==> config.mk <==
export PLATFORM = sky130hd
export DESIGN_NAME = sequential_list_table
export DESIGN_NICKNAME = d
export VERILOG_FILES = /design/src/hdl/slt_pkg.sv /design/src/hdl/slt_cell.sv /design/src/hdl/slt_ctrl.sv /design/src/hdl/sequential_list_table.sv
export SDC_FILE = /design/constraint.sdc
export NUM_CORES = 1
export LEC_CHECK = 0
export BUFFER_PORTS_ARGS = -buffer_cell sky130_fd_sc_hd__buf_2
export CAP_MARGIN = 20
export CORE_MARGIN = 4
export CORE_UTILIZATION = 45
export DETAILED_ROUTE_END_ITERATION = 8
export PLACE_DENSITY = 0.69
export SLEW_MARGIN = 30
export SYNTH_ARGS = -nofsm -noshare
export SYNTH_HDL_FRONTEND = slang
export SYNTH_SLANG_ARGS = --single-unit
==> constraint.sdc <==
create_clock -name clk -period 18.6 [get_ports clk]
set_input_delay 0.93 -clock clk [delete_from_list [all_inputs] [get_ports clk]]
set_output_delay 0.93 -clock clk [all_outputs]
set_load 0.005 [all_outputs]
==> src/hdl/slt_pkg.sv <==
// ----------------------------------------------------------------------------
// slt_pkg
// Shared types and constants for the sequential list table: command and
// result payloads, opcode and status codes, controller states.
// ----------------------------------------------------------------------------
package slt_pkg;

    localparam int DEPTH_DEF = 16;
    localparam int CAP_W     = 5;
    localparam int POS_W     = 4;
    localparam int WORD_W    = 32;
    localparam int COUNT_W   = 5;

    localparam logic [CAP_W-1:0] CAP_RESET = 5'd16;

    typedef logic [WORD_W-1:0] word_t;

    typedef enum logic [1:0] {
        OP_APPEND = 2'd0,
        OP_REMOVE = 2'd1,
        OP_QUERY  = 2'd2,
        OP_READ   = 2'd3
    } opcode_t;

    typedef enum logic [1:0] {
        ST_DONE    = 2'd0,
        ST_FULL    = 2'd1,
        ST_RANGE   = 2'd2,
        ST_MISSING = 2'd3
    } status_t;

    typedef enum logic {
        S_IDLE = 1'b0,
        S_RUN  = 1'b1
    } state_t;

    typedef struct packed {
        opcode_t                  opcode;
        logic signed [WORD_W-1:0] item_value;
        logic [POS_W-1:0]         position;
    } slt_in_t;

    typedef struct packed {
        status_t                  status;
        logic signed [WORD_W-1:0] read_value;
        logic [COUNT_W-1:0]       entry_count;
    } slt_out_t;

    typedef struct packed {
        logic  shift;
        word_t feed;
    } slt_chain_ctl_t;

endpackage

==> src/hdl/slt_cell.sv <==
// ----------------------------------------------------------------------------
// slt_cell
// One storage cell of the list ring: holds one entry and takes the entry at
// its input (its neighbor's, or the fed word at the tail) whenever the ring steps.
// ----------------------------------------------------------------------------
module slt_cell (
    input  logic          clk,
    input  logic          shift,
    input  slt_pkg::word_t din,
    output slt_pkg::word_t q
);
    import slt_pkg::*;

    word_t data_reg;

    always_ff @(posedge clk)
    begin
        if (shift)
        begin
            data_reg <= din;
        end
    end

    assign q = data_reg;

endmodule

==> src/hdl/slt_ctrl.sv <==
// ----------------------------------------------------------------------------
// slt_ctrl
// Sequencer for the list ring: walks one full rotation per command, picks
// the word fed into the tail cell, tracks count, capacity and the result.
// ----------------------------------------------------------------------------
module slt_ctrl #(
    parameter int DEPTH = slt_pkg::DEPTH_DEF
) (
    input  logic                   clk,
    input  logic                   rst_n,
    input  logic                   start,
    output logic                   busy,
    input  slt_pkg::slt_in_t       request,
    output logic                   result_valid,
    output slt_pkg::slt_out_t      result,
    input  logic                   cfg_valid,
    output logic                   cfg_ready,
    input  logic [slt_pkg::CAP_W-1:0] cfg_data,
    input  slt_pkg::word_t         head,
    input  slt_pkg::word_t         second,
    output slt_pkg::slt_chain_ctl_t chain_ctl
);
    import slt_pkg::*;

    localparam int KW   = (DEPTH > 1) ? $clog2(DEPTH) : 1;
    localparam int CW   = $clog2(DEPTH + 1);
    localparam int CMPW = (CW > CAP_W) ? CW : CAP_W;

    localparam logic [KW-1:0]   K_LAST    = KW'(DEPTH - 1);
    localparam logic [CMPW-1:0] DEPTH_CMP = CMPW'(DEPTH);

    state_t            state_reg, state_next;
    logic [KW-1:0]     k_reg, k_next;
    opcode_t           op_reg, op_next;
    word_t             val_reg, val_next;
    logic [POS_W-1:0]  pos_reg, pos_next;
    logic              err_reg, err_next;
    logic              found_reg, found_next;
    word_t             rd_reg, rd_next;
    logic [CW-1:0]     count_reg, count_next;
    logic [CAP_W-1:0]  cap_reg;
    logic              done_reg, done_next;
    slt_out_t          res_reg, res_next;

    logic              accept;
    logic              last_step;
    logic              full;
    logic              out_of_range;
    logic [CMPW-1:0]   k_cmp;
    logic [CMPW-1:0]   pos_cmp;
    logic [CMPW-1:0]   count_cmp;
    status_t           status_fin;

    assign accept    = start && (state_reg == S_IDLE);
    assign last_step = (k_reg == K_LAST);
    assign k_cmp     = CMPW'(k_reg);
    assign pos_cmp   = CMPW'(pos_reg);
    assign count_cmp = CMPW'(count_reg);

    assign full = (count_cmp >= CMPW'(cap_reg)) || (count_cmp >= DEPTH_CMP);
    assign out_of_range = (CMPW'(request.position) >= count_cmp);

    // next state
    always_comb
    begin
        state_next = state_reg;
        unique case (state_reg)
            S_IDLE:
            begin
                if (start)
                begin
                    state_next = S_RUN;
                end
            end
            S_RUN:
            begin
                if (last_step)
                begin
                    state_next = S_IDLE;
                end
            end
            default: state_next = S_IDLE;
        endcase
    end

    // datapath and outputs
    always_comb
    begin
        k_next          = k_reg;
        op_next         = op_reg;
        val_next        = val_reg;
        pos_next        = pos_reg;
        err_next        = err_reg;
        found_next      = found_reg;
        rd_next         = rd_reg;
        count_next      = count_reg;
        done_next       = 1'b0;
        res_next        = res_reg;
        chain_ctl.shift = 1'b0;
        chain_ctl.feed  = head;
        status_fin      = ST_DONE;

        unique case (state_reg)
            S_IDLE:
            begin
                if (accept)
                begin
                    k_next     = '0;
                    op_next    = request.opcode;
                    val_next   = word_t'(request.item_value);
                    pos_next   = request.position;
                    found_next = 1'b0;
                    rd_next    = '0;
                    case (request.opcode)
                        OP_APPEND: err_next = full;
                        OP_QUERY:  err_next = 1'b0;
                        default:   err_next = out_of_range;
                    endcase
                end
            end
            S_RUN:
            begin
                chain_ctl.shift = 1'b1;
                k_next          = k_reg + KW'(1);
                case (op_reg)
                    OP_APPEND:
                    begin
                        if (!err_reg && (k_cmp == count_cmp))
                        begin
                            chain_ctl.feed = val_reg;
                        end
                    end
                    OP_REMOVE:
                    begin
                        if (!err_reg && (k_cmp >= pos_cmp))
                        begin
                            chain_ctl.feed = second;
                        end
                    end
                    OP_QUERY:
                    begin
                        if ((k_cmp < count_cmp) && (head == val_reg))
                        begin
                            found_next = 1'b1;
                        end
                    end
                    default:
                    begin
                        if (!err_reg && (k_cmp == pos_cmp))
                        begin
                            rd_next = head;
                        end
                    end
                endcase

                if (last_step)
                begin
                    done_next = 1'b1;
                    case (op_reg)
                        OP_APPEND:
                        begin
                            status_fin = err_reg ? ST_FULL : ST_DONE;
                            if (!err_reg)
                            begin
                                count_next = count_reg + CW'(1);
                            end
                        end
                        OP_REMOVE:
                        begin
                            status_fin = err_reg ? ST_RANGE : ST_DONE;
                            if (!err_reg)
                            begin
                                count_next = count_reg - CW'(1);
                            end
                        end
                        OP_QUERY:  status_fin = found_next ? ST_DONE : ST_MISSING;
                        default:   status_fin = err_reg ? ST_RANGE : ST_DONE;
                    endcase
                    res_next.status      = status_fin;
                    res_next.read_value  = rd_next;
                    res_next.entry_count = COUNT_W'(count_next);
                end
            end
            default:
            begin
                k_next = '0;
            end
        endcase
    end

    always_ff @(posedge clk or negedge rst_n)
    begin
        if (!rst_n)
        begin
            state_reg <= S_IDLE;
            k_reg     <= '0;
            count_reg <= '0;
            cap_reg   <= CAP_RESET;
            done_reg  <= 1'b0;
        end
        else
        begin
            state_reg <= state_next;
            k_reg     <= k_next;
            count_reg <= count_next;
            done_reg  <= done_next;
            if (cfg_valid && cfg_ready)
            begin
                cap_reg <= cfg_data;
            end
        end
    end

    always_ff @(posedge clk)
    begin
        op_reg    <= op_next;
        val_reg   <= val_next;
        pos_reg   <= pos_next;
        err_reg   <= err_next;
        found_reg <= found_next;
        rd_reg    <= rd_next;
        res_reg   <= res_next;
    end

    assign busy         = (state_reg != S_IDLE);
    assign cfg_ready    = 1'b1;
    assign result_valid = done_reg;
    assign result       = res_reg;

`ifndef SYNTHESIS
    a_result_when_idle: assert property (@(posedge clk) disable iff (!rst_n)
        result_valid |-> !busy)
        else $error("result strobe while sequencer running");

    a_accept_starts_run: assert property (@(posedge clk) disable iff (!rst_n)
        (start && !busy) |=> busy)
        else $error("accepted command did not start a rotation");

    a_count_bound: assert property (@(posedge clk) disable iff (!rst_n)
        CMPW'(count_reg) <= DEPTH_CMP)
        else $error("entry count beyond depth");

    a_count_moves_with_result: assert property (@(posedge clk) disable iff (!rst_n)
        (count_reg != $past(count_reg)) |-> result_valid)
        else $error("entry count changed without a result");

    a_read_zero_on_error: assert property (@(posedge clk) disable iff (!rst_n)
        (result_valid && (result.status != ST_DONE)) |-> (result.read_value == '0))
        else $error("nonzero read value on failed command");
`endif

endmodule

==> src/hdl/sequential_list_table.sv <==
// the result and its strobe are registered from the last rotation step
// one command is in flight at a time; each takes one full rotation of the cell ring
// busy is high during the rotation steps; a new command may be taken in the strobe cycle
// results are strobed for one cycle; the receiver cannot stall
// reset clears the entry count and sets capacity to 16; entry contents are not cleared
// ----------------------------------------------------------------------------
// sequential_list_table
// Packed list of signed 32-bit entries held in a ring of cells with append,
// remove at index, membership query and read at index.
// ----------------------------------------------------------------------------
module sequential_list_table #(
    parameter int DEPTH = slt_pkg::DEPTH_DEF
) (
    input  logic                      clk,
    input  logic                      rst_n,
    input  logic                      start,
    output logic                      busy,
    input  slt_pkg::slt_in_t          request,
    output logic                      result_valid,
    output slt_pkg::slt_out_t         result,
    input  logic                      cfg_valid,
    output logic                      cfg_ready,
    input  logic [slt_pkg::CAP_W-1:0] cfg_data
);
    import slt_pkg::*;

    slt_chain_ctl_t chain_ctl;
    word_t          cell_q [DEPTH];

    slt_ctrl #(
        .DEPTH (DEPTH)
    ) u_ctrl (
        .clk          (clk),
        .rst_n        (rst_n),
        .start        (start),
        .busy         (busy),
        .request      (request),
        .result_valid (result_valid),
        .result       (result),
        .cfg_valid    (cfg_valid),
        .cfg_ready    (cfg_ready),
        .cfg_data     (cfg_data),
        .head         (cell_q[0]),
        .second       (cell_q[1]),
        .chain_ctl    (chain_ctl)
    );

    for (genvar i = 0; i < DEPTH; i++)
    begin : g_cell
        word_t din;
        if (i == DEPTH - 1)
        begin : g_tail
            assign din = chain_ctl.feed;
        end
        else
        begin : g_body
            assign din = cell_q[i + 1];
        end

        slt_cell u_cell (
            .clk   (clk),
            .shift (chain_ctl.shift),
            .din   (din),
            .q     (cell_q[i])
        );
    end

endmodule

==> results of run 1 <==
-- Yosys cell counts, types with 2 or more instances --
library cell  instances
nor4_1               10
xor2_1               30
nand3_1               3
dfrtp_1              15
nor2b_1               5
o21ai_0               5
mux2_1               31
nand2b_1              5
clkbuf_1              5
inv_2                 2
o21ai_1               3
edfxtp_1            623
a22o_1               34
xnor2_1              12
ha_1                 20
a21oi_1               4
mux2_2                4
buf_2                 7
nor3_1                4
and2_1               32
buf_6                 6
nand2_1              15
a21o_1               35
inv_1                17
nor2_1                8
nand4_1               4
-- power breakdown --
group / switching [mW] / internal [mW]
clock: 0.505 / 0.628
combinational: 0.315 / 0.155
sequential: 0.248 / 2.54
-- critical path, cell delays in order, from the launching register on --
cell and delay (ns):
dfrtp_4 0.48, buf_12 0.52, buf_4 0.82, buf_4 0.73
-- logic make-up (layout without fill, tap and decap cells) --
group | count (synthesis) | count (layout)
flops | 639 | 639
fa+ha+maj | 20 | 20
buf+inv | 38 | 225
mux | 35 | 35
simple gates | 92 | 92
other cells | 1 | 1
compound gates | 90 | 90
xor+xnor | 42 | 42
-- metrics by stage --
step | util | cells | instance area [um2]
2_1_floorplan | - | 957 | 21600
3_3_place_gp | 0.484 | 1643 | 22700
3_5_place_dp | 0.485 | 1644 | 22800
6_report | 0.524 | 1751 | 24600
4_1_cts | 0.524 | 1751 | 24600
5_1_grt | 0.524 | 1751 | 24600
-- routing by layer --
layer  GRT usage  share of wire  vias up  routed length, um
met5           0        0.00038        -                 13
met4      0.0407          0.026        2                880
met3      0.0351          0.057       62               1940
met2       0.188           0.44      190              14900
met1       0.207           0.48     4468              16300
li1            -              -     4050                  -
-- cell type report --
cell class | instances | area [um2]
Clock inverter | 33 | 233
Multi-Input combinational cell | 280 | 2270
Fill cell | 3566 | 22400
Clock buffer | 74 | 1580
Inverter | 19 | 73.8
Tap cell | 607 | 759
Sequential cell | 639 | 19100
Timing Repair Buffer | 99 | 566
-- worst max path at each step --
stage	startpoint	endpoint	slack, ns	cells after the start
2_1_floorplan	u_ctrl.busy	u_ctrl.count_cmp[1]	4.04	3
4_1_cts	u_ctrl.busy	u_ctrl.rd_reg[13]	15.57	4
3_3_place_gp	u_ctrl.busy	g_cell[0].u_cell.q[16]	15.29	3
6_report	u_ctrl.busy	g_cell[10].u_cell.q[16]	15.59	3
5_1_grt	u_ctrl.busy	u_ctrl.rd_reg[13]	15.37	4
3_5_place_dp	u_ctrl.busy	g_cell[13].u_cell.q[16]	15.55	3
==> flow_metrics.env, run 1 <==
export IMPL_ios=89
export IMPL_async_flop_share=0.0250
export IMPL_worstReg2RegStart="u_ctrl.busy"
export IMPL_power_density_nw_per_um2=179
export IMPL_period_minus_slack_ns=3.01
export IMPL_fin_skew_ns=0.0106
export IMPL_final_max_slew_viol_count=0
export IMPL_path_max_fanout=126
export IMPL_ys_warn_count=0
export IMPL_synth_fp_nets=1024
export IMPL_synth_xor_area_frac=0.0171
export IMPL_r2r_setup_slack_ns=15.59
export IMPL_setup_viol=0
export IMPL_synth_adder_area_share=0.0116
export IMPL_required_ns=18.83
export IMPL_drv_cap=0
export IMPL_fmax_mhz=332
export IMPL_syn_area_um2=21600
export IMPL_drc_errors=0
export IMPL_synth_simple_area_share=0.0248
export IMPL_largest_reg_flops=512
export IMPL_ctsResizeCount=0
export IMPL_fp_dieW_um=227
export IMPL_cts_tree="done"
export IMPL_port_buffer_count=87
export IMPL_grt_use_total=0.134
export IMPL_syn_inst=957
export IMPL_cts_max_path_buffers=3
export IMPL_hpwl_um=19700
export IMPL_synth_mux_area_frac=0.0183
export IMPL_mostFrequentLayoutCell="edfxtp_1"
export IMPL_clk_pin_slew_worst_paths_ns=0.06
export IMPL_wl_per_cell_um=19.4
export IMPL_ys_seq_area_frac=0.887
export IMPL_mostFrequentLayoutCells="edfxtp_1 (623), buf_2 (87), clkbuf_16 (61)"
export IMPL_criticalPathCategory="reg2reg"
export IMPL_ant_nets=0
export IMPL_synth_area_leader_cell="edfxtp_1"
export IMPL_grt_pass1_vias=8777
export IMPL_drt_total_wl_um=34000
export IMPL_rr_worst_depth=3
export IMPL_power_leakage_nw=9.12
export IMPL_grt_pass1_wl_um=52400
export IMPL_slew_headroom=0.411
export IMPL_core_um2=47000
export IMPL_period_share=0.162
export IMPL_post_synth_cell_area_avg_um2=22.5
export IMPL_htreeDepth=2
export IMPL_drive_gt1_frac=0.170
export IMPL_finalHoldViolCount=0
export IMPL_ctsHoldBuffers=0
export IMPL_worst_pin_slew_ns=0.876
export IMPL_rsz0062_at_grt="no"
export IMPL_dpl_worst_slack_ns=15.55
export IMPL_nets=1167
export IMPL_cts_made_buffers=61
export IMPL_r2r_end="g_cell[10].u_cell.q[16]"
export IMPL_start_util=0.459
export IMPL_cp_arrival_ns=3.24
export IMPL_ys_types=44
export IMPL_ys_ff_latch=639
export IMPL_synth_edf_count=623
export IMPL_synth_top_family_by_area="compound AO/OA/AOI/OAI gates"
export IMPL_cts_root_buf="clkbuf_16"
export IMPL_synth_compound_area_frac=0.0322
export IMPL_synth_top_area_frac=0.868
export IMPL_synth_main_ff_cell="edfxtp_1"
export IMPL_routabilityCongestion=0.777
export IMPL_postCtsSetupBuffers=0
export IMPL_setup_slack_ns=15.59
export IMPL_cp_start_kind="flop"
export IMPL_firstDrtPassIters=4
export IMPL_ys_top_cells_by_area="edfxtp_1 (87%), dfrtp_1 (1.7%), mux2_1 (1.6%)"
export IMPL_die_h_um=227
export IMPL_tns_ns=0
export IMPL_clk_latency_ns=0.61
export IMPL_hold_path_class="in2async"
export IMPL_power_total_mw=4.39
export IMPL_outcome="finished, final reports clean"
export IMPL_die_area_um2=51500
export IMPL_clock_sinks=639
export IMPL_vias=8772
export IMPL_antenna_cells=0
export IMPL_grt_overflow_total=0
export IMPL_vias_per_cell=5.01
export IMPL_grt_max_degree=127
export IMPL_end_kind="flop"
export IMPL_num_rows=79
export IMPL_irDropWorstVdd_uv=82.7
export IMPL_area_delta_synth_final_pct=14.1
export IMPL_hold_slack_ns=0.243
export IMPL_antenna_found_initial=1
export IMPL_drt_iter0_markers=810
No activity file was read; power rests on OpenSTA's default activity.
==> inputs of run 2 (changes only) <==
- PLACE_DENSITY: 0.69 -> 0.72
- clock period: 18.6 -> 2.55 ns (I/O delays scaled with it)
==> flow_metrics.env, run 2 (synthesized netlist as in run 1, its figures left out) <==
export IMPL_period_minus_slack_ns=2.47
export IMPL_final_max_slew_viol_count=0
export IMPL_wl_per_cell_um=19.7
export IMPL_power_density_nw_per_um2=1320
export IMPL_grt_overflow_total=0
export IMPL_outcome="finished, final reports clean"
export IMPL_drt_iter0_markers=880
export IMPL_fp_dieW_um=227
export IMPL_cp_start_kind="flop"
export IMPL_mostFrequentLayoutCell="edfxtp_1"
export IMPL_port_buffer_count=87
export IMPL_setup_viol=0
export IMPL_clk_pin_slew_worst_paths_ns=0.06
export IMPL_required_ns=2.86
export IMPL_setup_slack_ns=0.0783
export IMPL_drive_gt1_frac=0.181
export IMPL_irDropWorstVdd_uv=638
export IMPL_hpwl_um=20500
export IMPL_dp_cells=1653
export IMPL_path_max_fanout=3
export IMPL_drc_errors=0
export IMPL_fmax_mhz=405
export IMPL_r2r_end="u_ctrl.result[37]"
export IMPL_p_sw_frac=0.240
export IMPL_fin_skew_ns=0.0234
export IMPL_ctsResizeCount=0
export IMPL_routabilityCongestion=0.779
export IMPL_cts_made_buffers=66
export IMPL_nFillCells=3440
export IMPL_vias=9216
export IMPL_r2r_setup_slack_ns=0.08
export IMPL_grt_use_total=0.141
export IMPL_drv_cap=0
export IMPL_rr_worst_depth=6
export IMPL_dpl_worst_slack_ns=0.155
export IMPL_vias_per_cell=5.04
export IMPL_worst_pin_slew_ns=0.874
export IMPL_period_share=0.969
export IMPL_tns_ns=0
export IMPL_power_leakage_nw=9.60
export IMPL_critPathLaunch="g_cell[0].u_cell.q[24]"
export IMPL_core_um2=47000
export IMPL_end_kind="flop"
export IMPL_grt_pass1_vias=9278
export IMPL_rsz0062_at_grt="no"
export IMPL_p_sw_mw=8.11
export IMPL_intPower_mw=25.6
export IMPL_num_rows=79
export IMPL_area_delta_synth_final_pct=19.0
export IMPL_slew_headroom=0.418
export IMPL_cts_tree="done"
export IMPL_finalHoldViolCount=0
export IMPL_cts_max_path_buffers=3
export IMPL_largest_reg_flops=512
export IMPL_start_util=0.459
export IMPL_cts_root_buf="clkbuf_16"
export IMPL_clk_latency_ns=0.59
export IMPL_htreeDepth=3
export IMPL_power_frac_clock=0.288
export IMPL_cp_arrival_ns=2.78
export IMPL_ant_nets=0
export IMPL_hold_slack_ns=0.0226
export IMPL_clock_sinks=639
export IMPL_placed_area_um2=22900
export IMPL_seqPwrFrac=0.604
export IMPL_grt_max_degree=161
export IMPL_worstReg2RegStart="g_cell[0].u_cell.q[24]"
export IMPL_finalNonFillerCells=1827
export IMPL_hold_path_class="in2async"
export IMPL_stdcell_area_um2=25600
export IMPL_die_h_um=227
export IMPL_mostFrequentLayoutCells="edfxtp_1 (623), buf_2 (87), clkbuf_16 (68)"
export IMPL_antenna_cells=0
export IMPL_antenna_found_initial=1
export IMPL_power_frac_comb=0.108
export IMPL_grt_pass1_wl_um=54700
export IMPL_die_area_um2=51500
export IMPL_drt_total_wl_um=36000
export IMPL_nets=1235
export IMPL_criticalPathCategory="reg2reg"
export IMPL_ios=89
export IMPL_firstDrtPassIters=4
==> run 2: cell count changes in the layout (fill, tap and decap cells not counted), sizes merged <==
cell	before	now
clkbuf	74	77
buf	99	108
inv	23	22
dlygate4sd3	0	54
clkinv	25	28
bufinv	2	10
==> run 2: worst max path at each step <==
stage,end,slack [ns],depth (start not counted)
global placement,u_ctrl.result[37],0.18,7
detailed placement,u_ctrl.result[37],0.15,7
global route,u_ctrl.result[37],0.03,7
finish,u_ctrl.result[37],0.08,6
CTS,u_ctrl.result[37],0.12,6
floorplan,u_ctrl.found_reg,-2.83,2
==> run 2: worst max-delay path, stage by stage (launching register included) <==
cell and delay (ns):
edfxtp_1 0.44, xor2_1 0.19, nor4_1 0.57, nand4_1 0.21, nor4_1 0.44, or3_1 0.27
nand2_1 0.09
==> run 2: layout make-up <==
type / count / area [um2] / area share
clock buffer: 77 / 1740 / 0.0677
clock inverter: 43 / 465 / 0.0181
inverter: 19 / 88.8 / 0.00346
multi-input combinational: 280 / 2280 / 0.0888
sequential: 639 / 19100 / 0.745
tap: 607 / 759 / 0.0296
timing repair buffer: 162 / 1210 / 0.0471
==> run 2: routing by layer <==
layer / GRT usage / share of wire / vias to the layer above
li1: - / - / 4188
met1: 0.215 / 0.48 / 4756
met2: 0.206 / 0.45 / 212
met3: 0.0271 / 0.044 / 60
met4: 0.0495 / 0.023 / 0
met5: 0 / 0 / -
==> run 2: power by group through the flow <==
stage          registers [mW]  clock network [mW]  logic, mW
3_5_place_dp             20.5                   0       3.61
4_1_cts                  20.5                9.98       3.72
2_1_floorplan            20.7                   0       1.64
5_1_grt                  20.9                10.5       4.02
3_3_place_gp             20.3                   0       3.45
6_report                 20.4                9.71       3.65
==> run 2: timing repair <==
item	in CTS	in global routing
setup endpoints to repair	0	0
hold buffers	54	0
endpoints found under the hold margin	62	0
buffers inserted	0	0
==> run 2: metrics by stage <==
step | power [mW] | utilization
global placement | 23.8 | 0.488
CTS | 34.2 | 0.546
global route | 35.4 | 0.546
floorplan | 22.4 | -
finish | 33.7 | 0.546
detailed placement | 24.2 | 0.488
==> inputs of run 3 (changes only) <==
- CORE_ASPECT_RATIO: unset -> 0.5
- HOLD_SLACK_MARGIN: unset -> 0.03
==> flow_metrics.env, run 3 (synthesized netlist as in run 1, its figures left out) <==
export IMPL_setup_viol=0
export IMPL_hold_path_class="in2reg"
export IMPL_antenna_found_initial=4
export IMPL_vias_per_cell=4.97
export IMPL_ios=89
export IMPL_cts_tree="done"
export IMPL_placed_area_um2=22900
export IMPL_fin_skew_ns=0.0486
export IMPL_hpwl_um=19200
export IMPL_wl_per_cell_um=18.9
export IMPL_antenna_cells=0
export IMPL_clock_sinks=639
export IMPL_grt_pass1_wl_um=53600
export IMPL_nets=1216
export IMPL_cp_start_kind="flop"
export IMPL_htreeDepth=2
export IMPL_ant_nets=0
export IMPL_cts_max_path_buffers=3
export IMPL_clk_pin_slew_worst_paths_ns=0.07
export IMPL_area_delta_synth_final_pct=17.4
export IMPL_criticalPathCategory="reg2reg"
export IMPL_drv_cap=0
export IMPL_largest_reg_flops=512
export IMPL_grt_pass1_vias=9316
export IMPL_slew_headroom=0.371
export IMPL_rr_worst_depth=8
export IMPL_hold_path_cell_count=2
export IMPL_clk_latency_ns=0.60
export IMPL_power_density_nw_per_um2=1280
export IMPL_worst_pin_slew_ns=0.942
export IMPL_routabilityCongestion=0.810
export IMPL_drt_total_wl_um=34600
export IMPL_cp_arrival_ns=2.89
export IMPL_grt_overflow_total=0
export IMPL_final_max_slew_viol_count=0
export IMPL_final_util=0.537
export IMPL_drt_iter0_markers=714
export IMPL_num_rows=56
export IMPL_cts_made_buffers=53
export IMPL_nFillCells=3432
export IMPL_die_h_um=163
export IMPL_start_util=0.458
export IMPL_required_ns=3.00
export IMPL_grt_use_total=0.133
export IMPL_period_share=0.958
export IMPL_mostFrequentLayoutCell="edfxtp_1"
export IMPL_irDropWorstVdd_uv=691
export IMPL_outcome="finished, final reports clean"
export IMPL_fmax_mhz=409
export IMPL_rsz0062_at_grt="no"
export IMPL_firstDrtPassIters=5
export IMPL_vias=9105
export IMPL_die_area_um2=51700
export IMPL_power_leakage_nw=9.38
export IMPL_drive_gt1_frac=0.166
export IMPL_grt_max_degree=166
export IMPL_path_max_fanout=16
export IMPL_period_minus_slack_ns=2.44
export IMPL_end_kind="flop"
export IMPL_core_um2=47100
export IMPL_drc_errors=0
export IMPL_finalHoldViolCount=0
export IMPL_mostFrequentLayoutCells="edfxtp_1 (623), buf_2 (87), dlygate4sd3_1 (56)"
export IMPL_fp_dieW_um=318
export IMPL_port_buffer_count=87
export IMPL_stdcell_area_um2=25300
export IMPL_cts_root_buf="clkbuf_16"
run 3: metal layers:
metal | vias up | routed length (um) | GRT usage
li1 | 4153 | - | -
met1 | 4626 | 15700 | 0.187
met2 | 245 | 16200 | 0.209
met3 | 79 | 1640 | 0.0253
met4 | 2 | 1120 | 0.0529
met5 | - | 7 | 0
run 3: layout make-up:
type,count,area (um2),area share
inverter,19,88.8,0.00351
tap,638,798,0.0316
clock inverter,34,422,0.0167
clock buffer,66,1430,0.0564
timing repair buffer,155,1150,0.0454
multi-input combinational,281,2300,0.0909
sequential,639,19100,0.756
run 3: critical path, cell delays in order, from the launching register on:
cell,delay (ns)
dfrtp_1,0.42
inv_1,0.10
ha_1,0.31
inv_1,0.08
a21boi_0,0.08
o21ai_1,0.24
a21oi_4,0.14
nor2_2,0.76
a21o_1,0.20
run 3: final timing paths:
| kind | slack, ns | to | startpoint |
|---|---|---|---|
| max | 0.11 | g_cell[15].u_cell.q[3] | u_ctrl.k_reg[0] |
| min | 0.25 | u_ctrl.val_reg[0] | request[4] |
| max reg2reg | 0.11 | g_cell[15].u_cell.q[3] | u_ctrl.k_reg[0] |
| min reg2reg | 0.38 | g_cell[1].u_cell.q[19] | g_cell[2].u_cell.q[19] |
| max in group asynchronous | 0.72 | u_ctrl.busy | rst_n |
| min in group asynchronous | 0.60 | u_ctrl.cap_reg[4] | rst_n |
run 3: what timing repair did:
item,in CTS,in global routing
gates resized for setup,0,2
hold buffers,56,0
endpoints found under the hold margin,62,0
endpoints found under the setup margin,0,30
setup buffers,0,0
run 3: power by group:
group	internal (mW)	switching, mW	total, mW
Combinational	1.23	2.29	3.52
Sequential	18.5	1.95	20.5
Clock	4.91	3.58	8.49
Total	24.7	7.82	32.5
run 3: metrics by stage:
step / cells / setup TNS, ns / hold slack, ns / total power [mW] / setup slack (ns)
floorplan: 957 / -1322.70 / -0.168 / 22.4 / -2.83
global placement: 1675 / 0 / 0.0605 / 23.6 / 0.231
detailed placement: 1675 / 0 / 0.0694 / 24.1 / 0.137
CTS: 1831 / 0 / 0.210 / 32.8 / 0.140
global route: 1832 / 0 / 0.209 / 34.1 / 0.00253
finish: 1832 / 0 / 0.245 / 32.5 / 0.107
